[src/rtl/mm_pkg.sv]
// shared types and constants of the matrix multiply block
package mm_pkg;

  // default largest matrix dimension
  localparam int MAX_DIM_DEF = 8;

  // field widths
  localparam int OP_W   = 2;
  localparam int IDX_W  = 3;
  localparam int VAL_W  = 16;
  localparam int PROD_W = 2 * VAL_W;
  localparam int SUM_W  = 35;
  localparam int DIM_W  = 4;
  localparam int CFG_IDX_W = 2;

  // operation codes
  localparam logic [OP_W-1:0] OP_LOAD_A  = 2'd0;
  localparam logic [OP_W-1:0] OP_LOAD_B  = 2'd1;
  localparam logic [OP_W-1:0] OP_COMPUTE = 2'd2;

  // configuration register indexes
  localparam logic [CFG_IDX_W-1:0] CFG_ROWS_A    = 2'd0;
  localparam logic [CFG_IDX_W-1:0] CFG_INNER_DIM = 2'd1;
  localparam logic [CFG_IDX_W-1:0] CFG_COLS_B    = 2'd2;

  // dimension register reset value
  localparam logic [DIM_W-1:0] DIM_RESET = 4'd8;

  // commands from the controller to the datapath
  typedef struct packed {
    logic             wr_a;
    logic             wr_b;
    logic             issue;
    logic             first;
    logic             last_k;
    logic             last_elem;
    logic [IDX_W-1:0] i;
    logic [IDX_W-1:0] j;
    logic [IDX_W-1:0] k;
  } mm_cmd_t;

  // status from the datapath to the controller
  typedef struct packed {
    logic res_loaded;
  } mm_status_t;

endpackage

[src/rtl/mm_in_if.sv]
// input channel interface: element loads and compute requests
interface mm_in_if;
  logic                             valid;
  logic                             ready;
  logic [mm_pkg::OP_W-1:0]          op;
  logic [mm_pkg::IDX_W-1:0]         row;
  logic [mm_pkg::IDX_W-1:0]         col;
  logic signed [mm_pkg::VAL_W-1:0]  value;

  modport source (output valid, op, row, col, value, input ready);
  modport sink   (input valid, op, row, col, value, output ready);
endinterface

[src/rtl/mm_out_if.sv]
// result channel interface: one element of the product per transaction
interface mm_out_if;
  logic                             valid;
  logic                             ready;
  logic [mm_pkg::IDX_W-1:0]         out_row;
  logic [mm_pkg::IDX_W-1:0]         out_col;
  logic signed [mm_pkg::SUM_W-1:0]  sum;
  logic                             last;

  modport source (output valid, out_row, out_col, sum, last, input ready);
  modport sink   (input valid, out_row, out_col, sum, last, output ready);
endinterface

[src/rtl/matrix_multiply.sv]
// top level of the matrix multiply block
//
// Computes C = A * B on signed Q8.8 elements, each result an exact signed Q19.16
// sum (35 bits). Load transactions (op 0 for A, op 1 for B) write one element and
// are taken one per cycle; a load whose row or column is at or beyond MAX_DIM and
// op 3 are dropped. A compute transaction (op 2) emits rows_a * cols_b results in
// row-major order, the final one flagged with last. Each result element sums one
// product per cycle through the single shared 16x16 multiplier fed by one read
// port of each element store, then passes the read, product and accumulate
// stages; output backpressure can stall it. No new transaction is taken while a
// compute runs, but loads and the next compute are accepted while its final
// result still waits in the output register. Elements never written read as
// undefined. Dimension registers read 0 as 1 and values above MAX_DIM as MAX_DIM;
// the user must write them only while the block is idle; nothing enforces it.
module matrix_multiply #(
  parameter int MAX_DIM = mm_pkg::MAX_DIM_DEF
) (
  input  logic                          clk,
  input  logic                          rst_n,
  input  logic                          cfg_we,
  input  logic [mm_pkg::CFG_IDX_W-1:0]  cfg_index,
  input  logic [mm_pkg::DIM_W-1:0]      cfg_data,
  mm_in_if.sink                         in_ch,
  mm_out_if.source                      out_ch
);

  mm_pkg::mm_cmd_t    cmd;
  mm_pkg::mm_status_t status;

  mm_ctrl #(.MAX_DIM(MAX_DIM)) u_ctrl (
    .clk       (clk),
    .rst_n     (rst_n),
    .cfg_we    (cfg_we),
    .cfg_index (cfg_index),
    .cfg_data  (cfg_data),
    .in_valid  (in_ch.valid),
    .in_ready  (in_ch.ready),
    .in_op     (in_ch.op),
    .in_row    (in_ch.row),
    .in_col    (in_ch.col),
    .cmd       (cmd),
    .status    (status)
  );

  mm_dp #(.MAX_DIM(MAX_DIM)) u_dp (
    .clk       (clk),
    .rst_n     (rst_n),
    .cmd       (cmd),
    .status    (status),
    .in_row    (in_ch.row),
    .in_col    (in_ch.col),
    .in_value  (in_ch.value),
    .out_valid (out_ch.valid),
    .out_ready (out_ch.ready),
    .out_row   (out_ch.out_row),
    .out_col   (out_ch.out_col),
    .out_sum   (out_ch.sum),
    .out_last  (out_ch.last)
  );

endmodule

[src/rtl/mm_ram.sv]
// generic single write port ram with registered read
module mm_ram #(
  parameter int WIDTH = 16,
  parameter int DEPTH = 64
) (
  input  logic                     clk,
  input  logic                     we,
  input  logic [$clog2(DEPTH)-1:0] waddr,
  input  logic [WIDTH-1:0]         wdata,
  input  logic                     re,
  input  logic [$clog2(DEPTH)-1:0] raddr,
  output logic [WIDTH-1:0]         rdata
);

  logic [WIDTH-1:0] mem_r [DEPTH];
  logic [WIDTH-1:0] rdata_r;

  // write port and registered read port
  always_ff @(posedge clk) begin
    if (we) begin
      mem_r[waddr] <= wdata;
    end
    if (re) begin
      rdata_r <= mem_r[raddr];
    end
  end

  assign rdata = rdata_r;

endmodule

[src/rtl/mm_ctrl.sv]
// controller: dimension registers, transaction acceptance and loop sequencing
module mm_ctrl #(
  parameter int MAX_DIM = mm_pkg::MAX_DIM_DEF
) (
  input  logic                            clk,
  input  logic                            rst_n,
  input  logic                            cfg_we,
  input  logic [mm_pkg::CFG_IDX_W-1:0]    cfg_index,
  input  logic [mm_pkg::DIM_W-1:0]        cfg_data,
  input  logic                            in_valid,
  output logic                            in_ready,
  input  logic [mm_pkg::OP_W-1:0]         in_op,
  input  logic [mm_pkg::IDX_W-1:0]        in_row,
  input  logic [mm_pkg::IDX_W-1:0]        in_col,
  output mm_pkg::mm_cmd_t                 cmd,
  input  mm_pkg::mm_status_t              status
);

  typedef enum logic [1:0] {
    ST_IDLE,
    ST_ISSUE,
    ST_WAIT
  } state_t;

  state_t                        state_r;
  logic [mm_pkg::DIM_W-1:0]      rows_a_r;
  logic [mm_pkg::DIM_W-1:0]      inner_dim_r;
  logic [mm_pkg::DIM_W-1:0]      cols_b_r;
  logic [mm_pkg::IDX_W-1:0]      i_r;
  logic [mm_pkg::IDX_W-1:0]      j_r;
  logic [mm_pkg::IDX_W-1:0]      k_r;
  logic [mm_pkg::IDX_W-1:0]      lim_i;
  logic [mm_pkg::IDX_W-1:0]      lim_k;
  logic [mm_pkg::IDX_W-1:0]      lim_c;
  logic                          in_fire;
  logic                          in_range;
  logic                          last_elem;

  // highest index in use: zero acts as one, large values as MAX_DIM
  function automatic logic [mm_pkg::IDX_W-1:0] dim_lim(input logic [mm_pkg::DIM_W-1:0] v);
    logic [mm_pkg::IDX_W-1:0] res;
    if (v == '0) begin
      res = '0;
    end else if (32'(v) > MAX_DIM) begin
      res = mm_pkg::IDX_W'(MAX_DIM - 1);
    end else begin
      res = mm_pkg::IDX_W'(v - 4'd1);
    end
    return res;
  endfunction

  assign lim_i = dim_lim(rows_a_r);
  assign lim_k = dim_lim(inner_dim_r);
  assign lim_c = dim_lim(cols_b_r);

  // input handshake
  assign in_ready  = (state_r == ST_IDLE);
  assign in_fire   = in_valid && in_ready;
  assign in_range  = (32'(in_row) < MAX_DIM) && (32'(in_col) < MAX_DIM);
  assign last_elem = (i_r == lim_i) && (j_r == lim_c);

  // commands to the datapath
  always_comb begin
    cmd           = '0;
    cmd.wr_a      = in_fire && in_range && (in_op == mm_pkg::OP_LOAD_A);
    cmd.wr_b      = in_fire && in_range && (in_op == mm_pkg::OP_LOAD_B);
    cmd.issue     = (state_r == ST_ISSUE);
    cmd.first     = (k_r == '0);
    cmd.last_k    = (k_r == lim_k);
    cmd.last_elem = last_elem;
    cmd.i         = i_r;
    cmd.j         = j_r;
    cmd.k         = k_r;
  end

  // configuration registers
  always_ff @(posedge clk) begin
    if (!rst_n) begin
      rows_a_r    <= mm_pkg::DIM_RESET;
      inner_dim_r <= mm_pkg::DIM_RESET;
      cols_b_r    <= mm_pkg::DIM_RESET;
    end else if (cfg_we) begin
      unique case (cfg_index)
        mm_pkg::CFG_ROWS_A:    rows_a_r    <= cfg_data;
        mm_pkg::CFG_INNER_DIM: inner_dim_r <= cfg_data;
        mm_pkg::CFG_COLS_B:    cols_b_r    <= cfg_data;
        default: ;
      endcase
    end
  end

  // loop sequencer over result elements and summation index
  always_ff @(posedge clk) begin
    if (!rst_n) begin
      state_r <= ST_IDLE;
      i_r     <= '0;
      j_r     <= '0;
      k_r     <= '0;
    end else begin
      unique case (state_r)
        ST_IDLE: begin
          if (in_fire && (in_op == mm_pkg::OP_COMPUTE)) begin
            i_r     <= '0;
            j_r     <= '0;
            k_r     <= '0;
            state_r <= ST_ISSUE;
          end
        end
        ST_ISSUE: begin
          if (k_r == lim_k) begin
            k_r     <= '0;
            state_r <= ST_WAIT;
          end else begin
            k_r <= k_r + 1'b1;
          end
        end
        ST_WAIT: begin
          if (status.res_loaded) begin
            if (last_elem) begin
              state_r <= ST_IDLE;
            end else begin
              if (j_r == lim_c) begin
                j_r <= '0;
                i_r <= i_r + 1'b1;
              end else begin
                j_r <= j_r + 1'b1;
              end
              state_r <= ST_ISSUE;
            end
          end
        end
        default: state_r <= ST_IDLE;
      endcase
    end
  end

endmodule

[src/rtl/mm_dp.sv]
// datapath: element stores, multiply and accumulate pipeline, result register
module mm_dp #(
  parameter int MAX_DIM = mm_pkg::MAX_DIM_DEF
) (
  input  logic                             clk,
  input  logic                             rst_n,
  input  mm_pkg::mm_cmd_t                  cmd,
  output mm_pkg::mm_status_t               status,
  input  logic [mm_pkg::IDX_W-1:0]         in_row,
  input  logic [mm_pkg::IDX_W-1:0]         in_col,
  input  logic signed [mm_pkg::VAL_W-1:0]  in_value,
  output logic                             out_valid,
  input  logic                             out_ready,
  output logic [mm_pkg::IDX_W-1:0]         out_row,
  output logic [mm_pkg::IDX_W-1:0]         out_col,
  output logic signed [mm_pkg::SUM_W-1:0]  out_sum,
  output logic                             out_last
);

  localparam int DEPTH  = MAX_DIM * MAX_DIM;
  localparam int ADDR_W = $clog2(DEPTH);

  logic [ADDR_W-1:0]                  waddr;
  logic [ADDR_W-1:0]                  a_raddr;
  logic [ADDR_W-1:0]                  b_raddr;
  logic [mm_pkg::VAL_W-1:0]           a_rdata;
  logic [mm_pkg::VAL_W-1:0]           b_rdata;
  logic                               rd_vld_r;
  logic                               rd_first_r;
  logic                               rd_last_r;
  logic signed [mm_pkg::PROD_W-1:0]   prod_r;
  logic                               prod_vld_r;
  logic                               prod_first_r;
  logic                               prod_last_r;
  logic signed [mm_pkg::SUM_W-1:0]    acc_r;
  logic signed [mm_pkg::SUM_W-1:0]    acc_nxt;
  logic signed [mm_pkg::SUM_W-1:0]    prod_ext;
  logic                               acc_done_r;
  logic                               load;
  logic                               out_valid_r;
  logic [mm_pkg::IDX_W-1:0]           out_row_r;
  logic [mm_pkg::IDX_W-1:0]           out_col_r;
  logic signed [mm_pkg::SUM_W-1:0]    out_sum_r;
  logic                               out_last_r;

  // store addresses, row-major with a stride of MAX_DIM
  assign waddr   = ADDR_W'(32'(in_row) * MAX_DIM + 32'(in_col));
  assign a_raddr = ADDR_W'(32'(cmd.i) * MAX_DIM + 32'(cmd.k));
  assign b_raddr = ADDR_W'(32'(cmd.k) * MAX_DIM + 32'(cmd.j));

  mm_ram #(.WIDTH(mm_pkg::VAL_W), .DEPTH(DEPTH)) u_store_a (
    .clk   (clk),
    .we    (cmd.wr_a),
    .waddr (waddr),
    .wdata (in_value),
    .re    (cmd.issue),
    .raddr (a_raddr),
    .rdata (a_rdata)
  );

  mm_ram #(.WIDTH(mm_pkg::VAL_W), .DEPTH(DEPTH)) u_store_b (
    .clk   (clk),
    .we    (cmd.wr_b),
    .waddr (waddr),
    .wdata (in_value),
    .re    (cmd.issue),
    .raddr (b_raddr),
    .rdata (b_rdata)
  );

  // pipeline control alongside the read and product stages
  always_ff @(posedge clk) begin
    if (!rst_n) begin
      rd_vld_r   <= 1'b0;
      prod_vld_r <= 1'b0;
    end else begin
      rd_vld_r   <= cmd.issue;
      prod_vld_r <= rd_vld_r;
    end
  end

  // flags follow the data, product of the two store elements
  always_ff @(posedge clk) begin
    rd_first_r   <= cmd.first;
    rd_last_r    <= cmd.last_k;
    prod_first_r <= rd_first_r;
    prod_last_r  <= rd_last_r;
    prod_r       <= $signed(a_rdata) * $signed(b_rdata);
  end

  // accumulate, restarting on the first product of an element
  assign prod_ext = {{(mm_pkg::SUM_W - mm_pkg::PROD_W){prod_r[mm_pkg::PROD_W-1]}}, prod_r};
  assign acc_nxt  = prod_first_r ? prod_ext : acc_r + prod_ext;

  always_ff @(posedge clk) begin
    if (prod_vld_r) begin
      acc_r <= acc_nxt;
    end
  end

  // finished sum moves to the result register once that is free
  assign load              = acc_done_r && (!out_valid_r || out_ready);
  assign status.res_loaded = load;

  always_ff @(posedge clk) begin
    if (!rst_n) begin
      acc_done_r  <= 1'b0;
      out_valid_r <= 1'b0;
    end else begin
      if (prod_vld_r && prod_last_r) begin
        acc_done_r <= 1'b1;
      end else if (load) begin
        acc_done_r <= 1'b0;
      end
      if (load) begin
        out_valid_r <= 1'b1;
      end else if (out_ready) begin
        out_valid_r <= 1'b0;
      end
    end
  end

  // result payload
  always_ff @(posedge clk) begin
    if (load) begin
      out_row_r  <= cmd.i;
      out_col_r  <= cmd.j;
      out_sum_r  <= acc_r;
      out_last_r <= cmd.last_elem;
    end
  end

  assign out_valid = out_valid_r;
  assign out_row   = out_row_r;
  assign out_col   = out_col_r;
  assign out_sum   = out_sum_r;
  assign out_last  = out_last_r;

endmodule

[src/flat_wrapper.sv]
// flat-port wrapper written by rule: the top's interface ports become plain ports
module matrix_multiply_flat 
#(
  parameter int MAX_DIM = mm_pkg::MAX_DIM_DEF
)
  (clk, rst_n, cfg_we, cfg_index, cfg_data, in_ch_valid, in_ch_op, in_ch_row, in_ch_col, in_ch_value, in_ch_ready, out_ch_valid, out_ch_out_row, out_ch_out_col, out_ch_sum, out_ch_last, out_ch_ready);
  mm_in_if in_ch_i ();
  mm_out_if out_ch_i ();
  input  logic clk;
  input  logic rst_n;
  input  logic cfg_we;
  input  logic [mm_pkg::CFG_IDX_W-1:0] cfg_index;
  input  logic [mm_pkg::DIM_W-1:0] cfg_data;
  input wire logic [$bits(in_ch_i.valid)-1:0] in_ch_valid;
  input wire logic [$bits(in_ch_i.op)-1:0] in_ch_op;
  input wire logic [$bits(in_ch_i.row)-1:0] in_ch_row;
  input wire logic [$bits(in_ch_i.col)-1:0] in_ch_col;
  input wire logic [$bits(in_ch_i.value)-1:0] in_ch_value;
  output wire logic [$bits(in_ch_i.ready)-1:0] in_ch_ready;
  output wire logic [$bits(out_ch_i.valid)-1:0] out_ch_valid;
  output wire logic [$bits(out_ch_i.out_row)-1:0] out_ch_out_row;
  output wire logic [$bits(out_ch_i.out_col)-1:0] out_ch_out_col;
  output wire logic [$bits(out_ch_i.sum)-1:0] out_ch_sum;
  output wire logic [$bits(out_ch_i.last)-1:0] out_ch_last;
  input wire logic [$bits(out_ch_i.ready)-1:0] out_ch_ready;
  assign in_ch_i.valid = in_ch_valid;
  assign in_ch_i.op = in_ch_op;
  assign in_ch_i.row = in_ch_row;
  assign in_ch_i.col = in_ch_col;
  assign in_ch_i.value = in_ch_value;
  assign in_ch_ready = in_ch_i.ready;
  assign out_ch_valid = out_ch_i.valid;
  assign out_ch_out_row = out_ch_i.out_row;
  assign out_ch_out_col = out_ch_i.out_col;
  assign out_ch_sum = out_ch_i.sum;
  assign out_ch_last = out_ch_i.last;
  assign out_ch_i.ready = out_ch_ready;
  matrix_multiply #(.MAX_DIM(MAX_DIM)) u_core (.clk(clk), .rst_n(rst_n), .cfg_we(cfg_we), .cfg_index(cfg_index), .cfg_data(cfg_data), .in_ch(in_ch_i), .out_ch(out_ch_i));
endmodule
[config.mk]
export PLATFORM = sky130hd
export DESIGN_NAME = matrix_multiply_flat
export DESIGN_NICKNAME = d
export VERILOG_FILES = /design/src/rtl/mm_pkg.sv /design/src/rtl/mm_in_if.sv /design/src/rtl/mm_out_if.sv /design/src/rtl/matrix_multiply.sv /design/src/rtl/mm_ram.sv /design/src/rtl/mm_ctrl.sv /design/src/rtl/mm_dp.sv /design/src/flat_wrapper.sv
export SDC_FILE = /design/constraint.sdc
export NUM_CORES = 2
export LEC_CHECK = 0
export ABC_AREA = 1
export BUFFER_PORTS_ARGS = -buffer_cell sky130_fd_sc_hd__buf_2
export CORE_ASPECT_RATIO = 1.75
export CORE_MARGIN = 8
export CORE_UTILIZATION = 35
export DETAILED_ROUTE_END_ITERATION = 10
export PLACE_DENSITY_LB_ADDON = 0.05
export SYNTH_ARGS = -nofsm -noshare
export SYNTH_HDL_FRONTEND = slang
export SYNTH_SLANG_ARGS = --single-unit
export TNS_END_PERCENT = 20
[constraint.sdc]
create_clock -name clk -period 12.4 [get_ports clk]
set_input_delay 1.86 -clock clk [delete_from_list [all_inputs] [get_ports clk]]
set_output_delay 1.86 -clock clk [all_outputs]
set_load 0.1 [all_outputs]
==> key figures <==
Floorplan
  • Die area: 303000 um^2
  • Placeable Area: 284000 um^2
  • Horiz. Die Dim: 420 um
  • Die span in y: 722 um
  • Initial Utilization: 0.351
  • FP Rows: 259
  • Ports: 79

Clocking
  • CTS tree: done
  • CTS Buf Count: 223
  • # hold bufs at CTS: 0
  • CTS sink count: 2220
  • Clk buf depth: 4
  • Worst-path clk slew: 70 ps
  • H-Tree Depth: 4
  • Clock insertion delay at the later pin of the skew report: 920 ps
  • Setup bufs post-CTS: 0
  • Root Buffer: clkbuf_16
  • PostCTS Resize Cnt: 0

Power
  • Internal cell power: 18.0 mW
  • Pwr/cell area: 288 nW/um^2
  • Switching share of power: 0.441
  • Worst VDD drop: 717 uV
  • Flop pwr share: 0.271
  • Combinational Power Share: 0.518
  • Sw Pwr: 14.2 mW
  • Clk pwr share: 0.211
  • Leakage: 39.7 nW

GRT
  • Initial antenna violation count: 18
  • Largest net degree at the start of global routing: 165
  • Vias in the first global route: 66900
  • First-pass GRT wire length: 495 mm
  • GR Overflow Total: 0
  • Total track usage: 0.224

Placed design
  • GP Congestion: 0.861
  • I/O Buffers: 78
  • Post-DP HPWL: 214 mm

Timing
  • Final worst-path cycle share: 0.518
  • Post-layout minimum cycle time: 6420 ps
  • Final Setup Violations: 0
  • Fin. Hold Viols: 0
  • Hold WS: 319 ps
  • Max-slew headroom: 0.179
  • Clock skew: 43.6 ps
  • Worst-margin pin slew: 1230 ps
  • Final Max Tran Viols: 0
  • Achievable Freq: 0.156 GHz
  • Setup TNS: 0 ps
  • RSZ-0062 raised after global routing: false

Synth
  • Syn nets: 9006
  • Main synth FF type: edfxtp_1
  • Most instantiated library cell after synthesis: edfxtp_1
  • Part of the Yosys area used for sequential elements: 0.662
  • Syn_area_per_cell: 11.6 um^2
  • Yosys warns: 0
  • Post-synthesis cell count: 8585
  • Post-synth top area share: 0.649
  • Yosys reg bits: 2220
  • Post-synthesis async set-or-reset flop share: 0
  • Netlist cell types: 40
  • Leading cell types by count after synthesis: edfxtp_1 (2157), nor2_1 (1313), nand2_1 (1204)
  • Synthesized area: 99800 um^2
  • Area contributors post-synth: edfxtp_1 (65%), fa_1 (5.3%), nor2_1 (4.9%), o21ai_0 (4.6%), nand2_1 (4.5%)
  • EDFF count, synth: 2157
  • Cell accounting for the most synthesized area: edfxtp_1

Cells and area
  • Filler instances: 27500
  • Footprint of the multi-input gates: 29400 um^2
  • Layout cells sized above 1: 0.0839
  • Nets: 8994
  • Layout area overhead: 11.9%
  • Reg area: 66100 um^2

Run
  • Max-cap violations: 0

Routing
  • Via-to-Cell Ratio: 5.29
  • Routed wire length per instance: 27.8 um
  • DR pass1 iterations: 6
  • Drt drc: 0
  • Detail Route Antenna Nets: 0
  • DRT iter0 DRCs: 5041
  • Overall routed net length: 349 mm
  • Routed vias: 66300

Critical path
  • Startpoint types: register
  • Crit path capture type: register
  • Worst EP required: 13230 ps
  • Crit-path max FO: 16
  • Crit Path Class: register to register
  • Worst Path Arrival: 7250 ps

Hold path
  • Hold WC Path Type: register to register

Status
  • Status: complete, no violations
flip-flops by register name, indices dropped and copies added (netlist names), 4 cells and up:
register                     flops
u_core.u_dp.u_store_b.rdata     16
u_core.u_dp.acc_r               35
u_core.u_ctrl.cols_b_r           4
u_core.u_dp.u_store_b.mem_r   1024
u_core.u_dp.prod_r              32
u_core.u_dp.u_store_a.mem_r   1024
u_core.u_ctrl.inner_dim_r        4
u_core.u_dp.u_store_a.rdata     16
u_core.u_dp.out_sum             35
u_core.u_ctrl.rows_a_r           4
metrics by stage:
| step | total power [mW] | setup slack, ps | util | instances | area (um^2) |
|---|---|---|---|---|---|
| floorplan | 20.2 | 6720 | - | 8585 | 99800 |
| global placement | 26.0 | 5930 | 0.368 | 12100 | 105000 |
| global route | 34.6 | 5610 | 0.393 | 12500 | 112000 |
| CTS | 32.7 | 5930 | 0.393 | 12500 | 112000 |
| finish | 32.2 | 5980 | 0.393 | 12500 | 112000 |
| detailed placement | 25.8 | 5960 | 0.368 | 12100 | 105000 |
metal layers:
layer	global-route usage	vias up	wire length (um)
met4	0.101	8	18400
met1	0.260	34000	133000
met5	0	-	57
li1	-	30100	-
met2	0.413	1609	183000
met3	0.0250	590	13500
cell families after synthesis:
| group | after synthesis | synth area share |
|---|---|---|
| buffers and inverters | 1094 | 0.0469 |
| adder cells (fa/ha/maj) | 386 | 0.0682 |
| flip-flops | 2220 | 0.662 |
| XOR/XNOR | 42 | 0.00369 |
| AND/OR/NAND/NOR | 2971 | 0.118 |
| AO/OA/AOI/OAI | 1872 | 0.101 |
critical path, stage by stage (launching register included):
cell and delay, ps:
edfxtp_1 790, nand2_1 190, inv_1 170, fa_1 600, fa_1 930, inv_1 120
fa_1 450, fa_1 540, inv_1 50, fa_1 530, inv_1 50, fa_1 470
inv_1 40, ha_1 400, nand2_1 90, nor2_1 130, inv_1 80, nor2_1 120
nand3_1 100, nand3_1 190, nand2_1 70, nand2_1 70, xor2_1 150
final timing paths:
path | from | endpoint | slack [ps] | cells past startpoint
setup / recovery | u_core.u_dp.u_store_a.rdata[15]$_DFFE_PP_ | u_core.u_dp.prod_r[26]$_DFF_P_ | 5980 | 22
setup reg to reg | u_core.u_dp.u_store_a.rdata[15]$_DFFE_PP_ | u_core.u_dp.prod_r[26]$_DFF_P_ | 5980 | 22
hold / removal | u_core.u_dp.rd_first_r$_DFF_P_ | u_core.u_dp.prod_first_r$_DFF_P_ | 320 | 0
hold reg to reg | u_core.u_dp.rd_first_r$_DFF_P_ | u_core.u_dp.prod_first_r$_DFF_P_ | 320 | 0
power groups by stage:
stage,combinational [mW],clock (mW),sequential [mW]
6_report,16.7,6.78,8.73
5_1_grt,18.7,7.17,8.74
4_1_cts,17.0,6.97,8.73
3_5_place_dp,16.9,0,8.89
3_3_place_gp,17.1,0,8.89
2_1_floorplan,11.4,0,8.78
cell type report:
cell class / count / share of cell area
Clock buffer: 265 / 0.0517
Sequential cell: 2220 / 0.592
Multi-Input combinational cell: 5271 / 0.263
Timing Repair Buffer: 286 / 0.0193
Antenna cell: 10 / 0.000224
Tap cell: 3784 / 0.0424
Inverter: 571 / 0.0197
Clock inverter: 137 / 0.0117
cells in the final DEF, fill, tap and decap left out, types with 62 or more instances in the layout:
| master | synthesis | layout |
|---|---|---|
| nand3_1 | 358 | 356 |
| nand2_1 | 1204 | 1204 |
| nor2_2 | 1 | 86 |
| o21ai_0 | 912 | 912 |
| fa_1 | 263 | 263 |
| clkbuf_16 | 0 | 224 |
| ha_1 | 123 | 123 |
| buf_2 | 130 | 62 |
| edfxtp_1 | 2157 | 2157 |
| inv_1 | 563 | 557 |
| o22ai_1 | 512 | 512 |
| o21ai_1 | 287 | 287 |
| a21oi_1 | 140 | 140 |
| buf_4 | 36 | 203 |
| nor2_1 | 1313 | 1220 |
Note: power is estimated with default switching activity, not from simulation.
